$ cat src/ort_pkg.sv
// ============================================================================
// ort_pkg: shared types and codes of the ordered record table
// Record layout, command codes, status codes and default table size.
// ============================================================================
`default_nettype none

package ort_pkg;

  // Default number of records the table holds.
  localparam int unsigned TableDepthDefault = 16;

  localparam int unsigned HeadW = 64;
  localparam int unsigned TailW = 8;
  localparam int unsigned KeyW  = HeadW + TailW;

  localparam int unsigned CmdW    = 2;
  localparam int unsigned StatusW = 3;

  localparam logic [CmdW-1:0] CMD_APPEND = 2'd0;
  localparam logic [CmdW-1:0] CMD_FIND   = 2'd1;
  localparam logic [CmdW-1:0] CMD_DELETE = 2'd2;
  localparam logic [CmdW-1:0] CMD_CLEAR  = 2'd3;

  localparam logic [StatusW-1:0] STAT_ADDED     = 3'd0;
  localparam logic [StatusW-1:0] STAT_FOUND     = 3'd1;
  localparam logic [StatusW-1:0] STAT_DELETED   = 3'd2;
  localparam logic [StatusW-1:0] STAT_NOT_FOUND = 3'd3;
  localparam logic [StatusW-1:0] STAT_FULL      = 3'd4;
  localparam logic [StatusW-1:0] STAT_CLEARED   = 3'd5;

  // One stored record: three 9-byte strings, each as head plus tail byte.
  typedef struct packed {
    logic [HeadW-1:0] name_head;
    logic [TailW-1:0] name_tail;
    logic [HeadW-1:0] surname_head;
    logic [TailW-1:0] surname_tail;
    logic [HeadW-1:0] phone_head;
    logic [TailW-1:0] phone_tail;
  } record_t;

endpackage

`default_nettype wire

$ cat src/ordered_record_table_core.sv
// ============================================================================
// ordered_record_table_core: insertion-ordered table of name records
// Appends, finds by surname, deletes by phone and clears, one command a beat.
// ============================================================================
// Each command beat (in_valid_i / in_ready_o) yields one result beat
// (out_valid_o / out_ready_i): a status code and, for a successful find, the
// full matching record. Append and clear finish in the cycle the command is
// taken; their result passes through the S_DONE state into the output
// register. Find and delete walk the record memory through its one
// registered read port, record by record (S_RD presents the address, then
// S_CMP compares on the shared 72-bit comparator); a delete then moves each
// later record down one place (S_SH_RD reads it, then S_SH_WR writes it
// back one slot lower). in_ready_o is high only while the sequencer is
// idle, so a new command is taken only once the previous result has been
// handed to the output register. A stalled receiver holds the result in
// the output register; the next command is still taken, and its result waits
// in the sequencer until that register frees up, so no beat is lost.
// Reset empties the table and drops any pending result. The record memory
// is not cleared: only entries below the record count are ever used.
`default_nettype none

module ordered_record_table_core #(
  parameter int unsigned TABLE_DEPTH = ort_pkg::TableDepthDefault
) (
  input  wire logic                         clk_i,
  input  wire logic                         rst_ni,

  input  wire logic                         in_valid_i,
  output logic                              in_ready_o,
  input  wire logic [ort_pkg::CmdW-1:0]     cmd_i,
  input  wire logic [ort_pkg::HeadW-1:0]    name_head_i,
  input  wire logic [ort_pkg::TailW-1:0]    name_tail_i,
  input  wire logic [ort_pkg::HeadW-1:0]    surname_head_i,
  input  wire logic [ort_pkg::TailW-1:0]    surname_tail_i,
  input  wire logic [ort_pkg::HeadW-1:0]    phone_head_i,
  input  wire logic [ort_pkg::TailW-1:0]    phone_tail_i,

  output logic                              out_valid_o,
  input  wire logic                         out_ready_i,
  output logic [ort_pkg::StatusW-1:0]       status_o,
  output logic [ort_pkg::HeadW-1:0]         found_name_head_o,
  output logic [ort_pkg::TailW-1:0]         found_name_tail_o,
  output logic [ort_pkg::HeadW-1:0]         found_surname_head_o,
  output logic [ort_pkg::TailW-1:0]         found_surname_tail_o,
  output logic [ort_pkg::HeadW-1:0]         found_phone_head_o,
  output logic [ort_pkg::TailW-1:0]         found_phone_tail_o
);

  localparam int unsigned IdxW = (TABLE_DEPTH > 1) ? $clog2(TABLE_DEPTH) : 1;
  localparam int unsigned CntW = $clog2(TABLE_DEPTH + 1);
  localparam logic [CntW-1:0] CntFull = CntW'(TABLE_DEPTH);
  localparam logic [CntW-1:0] CntOne  = CntW'(1);

  // Sequencer states.
  localparam logic [2:0] S_IDLE  = 3'd0;  // waiting for a command
  localparam logic [2:0] S_RD    = 3'd1;  // scan: present address
  localparam logic [2:0] S_CMP   = 3'd2;  // scan: compare read data
  localparam logic [2:0] S_SH_RD = 3'd3;  // close-up: read next record
  localparam logic [2:0] S_SH_WR = 3'd4;  // close-up: write it one slot lower
  localparam logic [2:0] S_DONE  = 3'd5;  // hand result to output register

  logic [2:0]                     state_q, state_d;
  logic [CntW-1:0]                cnt_q, cnt_d;
  logic [IdxW-1:0]                idx_q, idx_d;
  logic                           is_find_q, is_find_d;
  logic [ort_pkg::KeyW-1:0]       key_q, key_d;
  logic [ort_pkg::StatusW-1:0]    res_status_q, res_status_d;
  ort_pkg::record_t               res_rec_q, res_rec_d;

  logic                           out_valid_q, out_valid_d;
  logic [ort_pkg::StatusW-1:0]    out_status_q, out_status_d;
  ort_pkg::record_t               out_rec_q, out_rec_d;

  // Record memory: one write port, one registered read port.
  ort_pkg::record_t               mem [TABLE_DEPTH];
  ort_pkg::record_t               rd_data_q;
  logic                           mem_we;
  logic [IdxW-1:0]                mem_waddr;
  ort_pkg::record_t               mem_wdata;
  logic [IdxW-1:0]                mem_raddr;

  ort_pkg::record_t               in_rec;
  logic                           in_fire;
  logic                           out_free;
  logic [CntW-1:0]                idx_ext;
  logic [CntW-1:0]                idx_inc;
  logic [ort_pkg::KeyW-1:0]       cmp_field;
  logic                           cmp_match;

  assign in_rec = '{
    name_head:    name_head_i,
    name_tail:    name_tail_i,
    surname_head: surname_head_i,
    surname_tail: surname_tail_i,
    phone_head:   phone_head_i,
    phone_tail:   phone_tail_i
  };

  assign in_ready_o = (state_q == S_IDLE);
  assign in_fire    = in_valid_i && in_ready_o;
  assign out_free   = !out_valid_q || out_ready_i;

  assign idx_ext = CntW'(idx_q);
  assign idx_inc = idx_ext + CntOne;

  // The one shared comparator: surname for a find, phone for a delete.
  assign cmp_field = is_find_q ? {rd_data_q.surname_head, rd_data_q.surname_tail}
                               : {rd_data_q.phone_head, rd_data_q.phone_tail};
  assign cmp_match = (cmp_field == key_q);

  always_comb begin
    state_d      = state_q;
    cnt_d        = cnt_q;
    idx_d        = idx_q;
    is_find_d    = is_find_q;
    key_d        = key_q;
    res_status_d = res_status_q;
    res_rec_d    = res_rec_q;
    mem_we       = 1'b0;
    mem_waddr    = idx_q;
    mem_wdata    = rd_data_q;
    mem_raddr    = idx_q;

    unique case (state_q)
      S_IDLE: begin
        if (in_fire) begin
          res_rec_d = '0;
          idx_d     = '0;
          is_find_d = (cmd_i == ort_pkg::CMD_FIND);
          key_d     = (cmd_i == ort_pkg::CMD_FIND) ? {surname_head_i, surname_tail_i}
                                                   : {phone_head_i, phone_tail_i};
          unique case (cmd_i)
            ort_pkg::CMD_APPEND: begin
              if (cnt_q == CntFull) begin
                res_status_d = ort_pkg::STAT_FULL;
              end else begin
                mem_we       = 1'b1;
                mem_waddr    = cnt_q[IdxW-1:0];
                mem_wdata    = in_rec;
                cnt_d        = cnt_q + CntOne;
                res_status_d = ort_pkg::STAT_ADDED;
              end
              state_d = S_DONE;
            end
            ort_pkg::CMD_FIND,
            ort_pkg::CMD_DELETE: begin
              if (cnt_q == '0) begin
                res_status_d = ort_pkg::STAT_NOT_FOUND;
                state_d      = S_DONE;
              end else begin
                state_d = S_RD;
              end
            end
            ort_pkg::CMD_CLEAR: begin
              cnt_d        = '0;
              res_status_d = ort_pkg::STAT_CLEARED;
              state_d      = S_DONE;
            end
          endcase
        end
      end
      S_RD: begin
        mem_raddr = idx_q;
        state_d   = S_CMP;
      end
      S_CMP: begin
        if (cmp_match) begin
          if (is_find_q) begin
            res_status_d = ort_pkg::STAT_FOUND;
            res_rec_d    = rd_data_q;
            state_d      = S_DONE;
          end else begin
            state_d = S_SH_RD;
          end
        end else if (idx_inc == cnt_q) begin
          res_status_d = ort_pkg::STAT_NOT_FOUND;
          state_d      = S_DONE;
        end else begin
          idx_d   = idx_inc[IdxW-1:0];
          state_d = S_RD;
        end
      end
      S_SH_RD: begin
        // Records above the deleted slot move down until the last one has.
        if (idx_inc >= cnt_q) begin
          cnt_d        = cnt_q - CntOne;
          res_status_d = ort_pkg::STAT_DELETED;
          state_d      = S_DONE;
        end else begin
          mem_raddr = idx_inc[IdxW-1:0];
          state_d   = S_SH_WR;
        end
      end
      S_SH_WR: begin
        mem_we    = 1'b1;
        mem_waddr = idx_q;
        mem_wdata = rd_data_q;
        idx_d     = idx_inc[IdxW-1:0];
        state_d   = S_SH_RD;
      end
      S_DONE: begin
        if (out_free) begin
          state_d = S_IDLE;
        end
      end
      default: begin
        state_d = S_IDLE;
      end
    endcase
  end

  // Output register: loaded from the sequencer, held while the receiver stalls.
  always_comb begin
    out_valid_d  = out_valid_q;
    out_status_d = out_status_q;
    out_rec_d    = out_rec_q;
    if (out_valid_q && out_ready_i) begin
      out_valid_d = 1'b0;
    end
    if ((state_q == S_DONE) && out_free) begin
      out_valid_d  = 1'b1;
      out_status_d = res_status_q;
      out_rec_d    = res_rec_q;
    end
  end

  always_ff @(posedge clk_i or negedge rst_ni) begin
    if (!rst_ni) begin
      state_q     <= S_IDLE;
      cnt_q       <= '0;
      out_valid_q <= 1'b0;
    end else begin
      state_q     <= state_d;
      cnt_q       <= cnt_d;
      out_valid_q <= out_valid_d;
    end
  end

  always_ff @(posedge clk_i) begin
    idx_q        <= idx_d;
    is_find_q    <= is_find_d;
    key_q        <= key_d;
    res_status_q <= res_status_d;
    res_rec_q    <= res_rec_d;
    out_status_q <= out_status_d;
    out_rec_q    <= out_rec_d;
  end

  always_ff @(posedge clk_i) begin
    if (mem_we) begin
      mem[mem_waddr] <= mem_wdata;
    end
    rd_data_q <= mem[mem_raddr];
  end

  assign out_valid_o          = out_valid_q;
  assign status_o             = out_status_q;
  assign found_name_head_o    = out_rec_q.name_head;
  assign found_name_tail_o    = out_rec_q.name_tail;
  assign found_surname_head_o = out_rec_q.surname_head;
  assign found_surname_tail_o = out_rec_q.surname_tail;
  assign found_phone_head_o   = out_rec_q.phone_head;
  assign found_phone_tail_o   = out_rec_q.phone_tail;

endmodule

`default_nettype wire
$ cat config.mk
export PLATFORM = sky130hd
export DESIGN_NAME = ordered_record_table_core
export DESIGN_NICKNAME = d
export VERILOG_FILES = /design/src/ort_pkg.sv /design/src/ordered_record_table_core.sv
export SDC_FILE = /design/constraint.sdc
export NUM_CORES = 2
export LEC_CHECK = 0
export ABC_CLOCK_PERIOD_IN_PS = 12600
export BUFFER_PORTS_ARGS = -buffer_cell sky130_fd_sc_hd__clkbuf_2
export CAP_MARGIN = 10
export CORE_MARGIN = 8
export CORE_UTILIZATION = 32
export DETAILED_ROUTE_END_ITERATION = 6
export PLACE_DENSITY = 0.44
export SETUP_SLACK_MARGIN = 0.02
export SKIP_CTS_REPAIR_TIMING = 1
export SYNTH_ARGS = -nofsm -noshare
export SYNTH_HDL_FRONTEND = slang
export SYNTH_SLANG_ARGS = --single-unit
$ cat constraint.sdc
create_clock -name clk_i -period 12.6 [get_ports clk_i]
set_input_delay 1.89 -clock clk_i [delete_from_list [all_inputs] [get_ports clk_i]]
set_output_delay 1.89 -clock clk_i [all_outputs]
set_load 0.02 [all_outputs]
==> run metrics <==
status=finished with violations; via count=92,974; Mapped Avg Cell Area=17.2 µm²; Critical-path top delay cell=nor2_4; XOR/XNOR share of the synthesized area=0.00422; Die Span X=740 µm; Reg area=124,000 µm²; Initial DRT Pass Iterations=7; RSZ-0062 raised after global routing=no; Syn Std Cell Area=168,000 µm²; most frequent cells in the layout=3,971 x edfxtp_1, 1,665 x nand2_1, 1,112 x mux2i_1; Reg clk slew, reported paths=60 ps; input/output buffers=442; Final GP Congestion=0.798; Slew @ Worst Pin=1280 ps; final-report hold violation count=0; post-synthesis mux area share=0.159; leading cell type in the layout, fill and taps excluded=edfxtp_1; Max Root-Sink Buffers=4; period utilization=0.556; Simple-Gate Fraction of Synth Area=0.0651; root buf cell=clkbuf_16; nets=10,489; H-tree lvl count=5; core box area=524,000 µm²; flop and latch count out of synthesis=4,196; CTS Buf Count=462; endpoint type of the worst setup path=flip-flop; layout cell share with drive strength beyond 1=0.199; DR WL/cell=31.5 µm; main combinational cell family by area after synthesis=multiplexers; Clock Sink Count=4,196; Worst-Skew Late Latency=1050 ps; startpoint class of the critical path=flip-flop; CP peak stage delay=940 ps; worst-path cell chain=nor3_1 > and2_4 > nand3_4 > buf_4 > nor2_1 > a21o_1 > nand2_1 > nor2_4 > buf_4 > buf_4; Syn Inst Count=9,747; vias per inst=5.27; CP required=13,200 ps; Top cell by count, worst path=buf_4; worst hold margin=400 ps; number of synthesized flops with an enable pin=3,971; antenna-violating nets left=0; Die ar.=547,000 µm²; area delta synth->final=15.5%; Bufs and invs on worst path=3; starting density of the core=0.320; Die Span Y=740 µm; fin util=0.370; Max Clk Rate=0.143 GHz; area of the multi-input gates=41,700 µm²; initial antenna violation count=54; Adder-Cell Fraction of Synth Area=0.000821; Slew Limit Fails=0; largest net degree at the start of global routing=164; complex-gate fraction of the synthesized area=0.0175; asr flop ratio synth=0.00214; yosys warns=0; Leak=0.0661 µW; max-cap violation count=0; CTS tree=done; Total GRT Usage=0.196; initial drt markers=8,532; count of cell types in the netlist=54; vias in the first global route=95,338; Slew HR=0.144; Most used DFF post-synth=edfxtp_1; synthesized net count=9,980; Critical Path AT=7600 ps; Setup Viol. Count Final=0; power per cell area=266 nW/µm²; minimum clock period=7010 ps; Filler cells=48,506; final wirelength=555,000 µm; drt drc=5; sequential area share after synthesis=0.738; Top delay family on crit path=simple AND/OR/NAND/NOR gates; Worst VDD drop=333 µV; Final Skew=106 ps; DP Area=178,000 µm²; I/O pin total=443; Final Cell Area=194,000 µm²; Rows=266; global route overflow=0; kind of critical path=flip-flop to flip-flop; failing checks=design-rule violations; Max FO, Critical Path=46; first-pass GRT wire length=772,000 µm; hold crit path type=flip-flop to flip-flop; HPWL Detailed=319,000 µm
==> report_power, final <==
group          total (µW)  leakage [µW]  switching (µW)  internal, µW
registers           20200        0.0378            1300         18900
logic               17900        0.0209           11700          6240
clock network       13500       0.00740            5700          7820
==> layout make-up <==
cell class	count	share of cell area
timing repair buffer	649	0.0218
antenna	24	0.000310
clock buffer	608	0.0645
clock inverter	255	0.0138
multi-input combinational	4934	0.215
tap	6968	0.0450
inverter	13	0.000291
sequential	4196	0.639
==> routing by layer <==
metal	up-vias	routed length, µm	part of all wire	global-route usage
met5	-	50	0.000090	0
met4	8	16200	0.029	0.0534
met3	706	32700	0.059	0.0313
met2	2947	257000	0.46	0.313
met1	50171	249000	0.45	0.279
li1	39142	-	-	-
==> synth_stat cells, types with 3 or more instances <==
library cell | instances | area, µm²
a211oi_1 | 13 | 97.6
a21oi_1 | 26 | 130
a221oi_1 | 6 | 52.6
a22o_1 | 3 | 26.3
a22oi_1 | 90 | 676
a31oi_1 | 126 | 788
a32oi_1 | 35 | 307
and3_1 | 218 | 1360
buf_1 | 58 | 218
buf_2 | 116 | 581
buf_4 | 14 | 105
buf_6 | 5 | 56.3
clkbuf_1 | 411 | 1540
dfrtp_1 | 9 | 225
dfxtp_1 | 216 | 4320
edfxtp_1 | 3971 | 119000
ha_1 | 11 | 138
inv_1 | 13 | 48.8
mux2_2 | 87 | 980
mux2i_1 | 1113 | 11100
mux4_2 | 646 | 14500
nand2_1 | 1665 | 6250
nand2b_1 | 6 | 37.5
nand3_1 | 351 | 1760
nand4_1 | 98 | 613
nor2_1 | 155 | 582
nor2_2 | 3 | 18.8
nor2b_1 | 4 | 25.0
nor3_1 | 19 | 95.1
nor4_1 | 16 | 100
o21ai_0 | 37 | 185
o21ai_1 | 91 | 455
o221ai_1 | 7 | 61.3
o22ai_1 | 6 | 37.5
xnor2_1 | 70 | 613
xor2_1 | 9 | 78.8
==> worst paths after layout <==
kind / from / endpoint / slack (ps) / cells after the start
min in group asynchronous: rst_ni / cnt_q[4] / 730 / 1
max: state_q[0] / mem[1][122] / 5590 / 10
max reg2reg: state_q[0] / mem[1][122] / 5590 / 10
max in group asynchronous: rst_ni / state_q[2] / 11610 / 1
min reg2reg: res_rec_q[197] / found_name_head_o[45] / 400 / 0
min: res_rec_q[197] / found_name_head_o[45] / 400 / 0
==> logic make-up after synthesis <==
kind of cell    count (synthesis)
flops                        4196
simple gates                 2544
mux                          1846
buf+inv                       617
compound gates                453
xor+xnor                       80
fa+ha+maj                      11
==> flip-flops by register name, indices dropped and copies added (netlist names) <==
register,count
cnt_q,5
found_name_head_o,64
found_name_tail_o,8
found_phone_head_o,64
found_phone_tail_o,8
found_surname_head_o,64
found_surname_tail_o,8
idx_q,4
is_find_q,1
key_q,72
mem,3456
out_valid_o,1
rd_data_q,216
res_rec_q,216
res_status_q,3
state_q,3
status_o,3
==> per-stage QoR <==
| stage | worst slack, ps | TNS [ps] | power, µW | std cells |
|---|---|---|---|---|
| 2_1_floorplan | -1860 | -6346240 | 31700 | 9747 |
| 3_3_place_gp | 4850 | 0 | 38400 | 16757 |
| 3_5_place_dp | 4820 | 0 | 38600 | 16760 |
| 4_1_cts | 5560 | 0 | 52200 | 17623 |
| 5_1_grt | 5290 | 0 | 53900 | 17626 |
| 6_report | 5590 | 0 | 51600 | 17647 |
No activity file was read; power rests on OpenSTA's default activity.
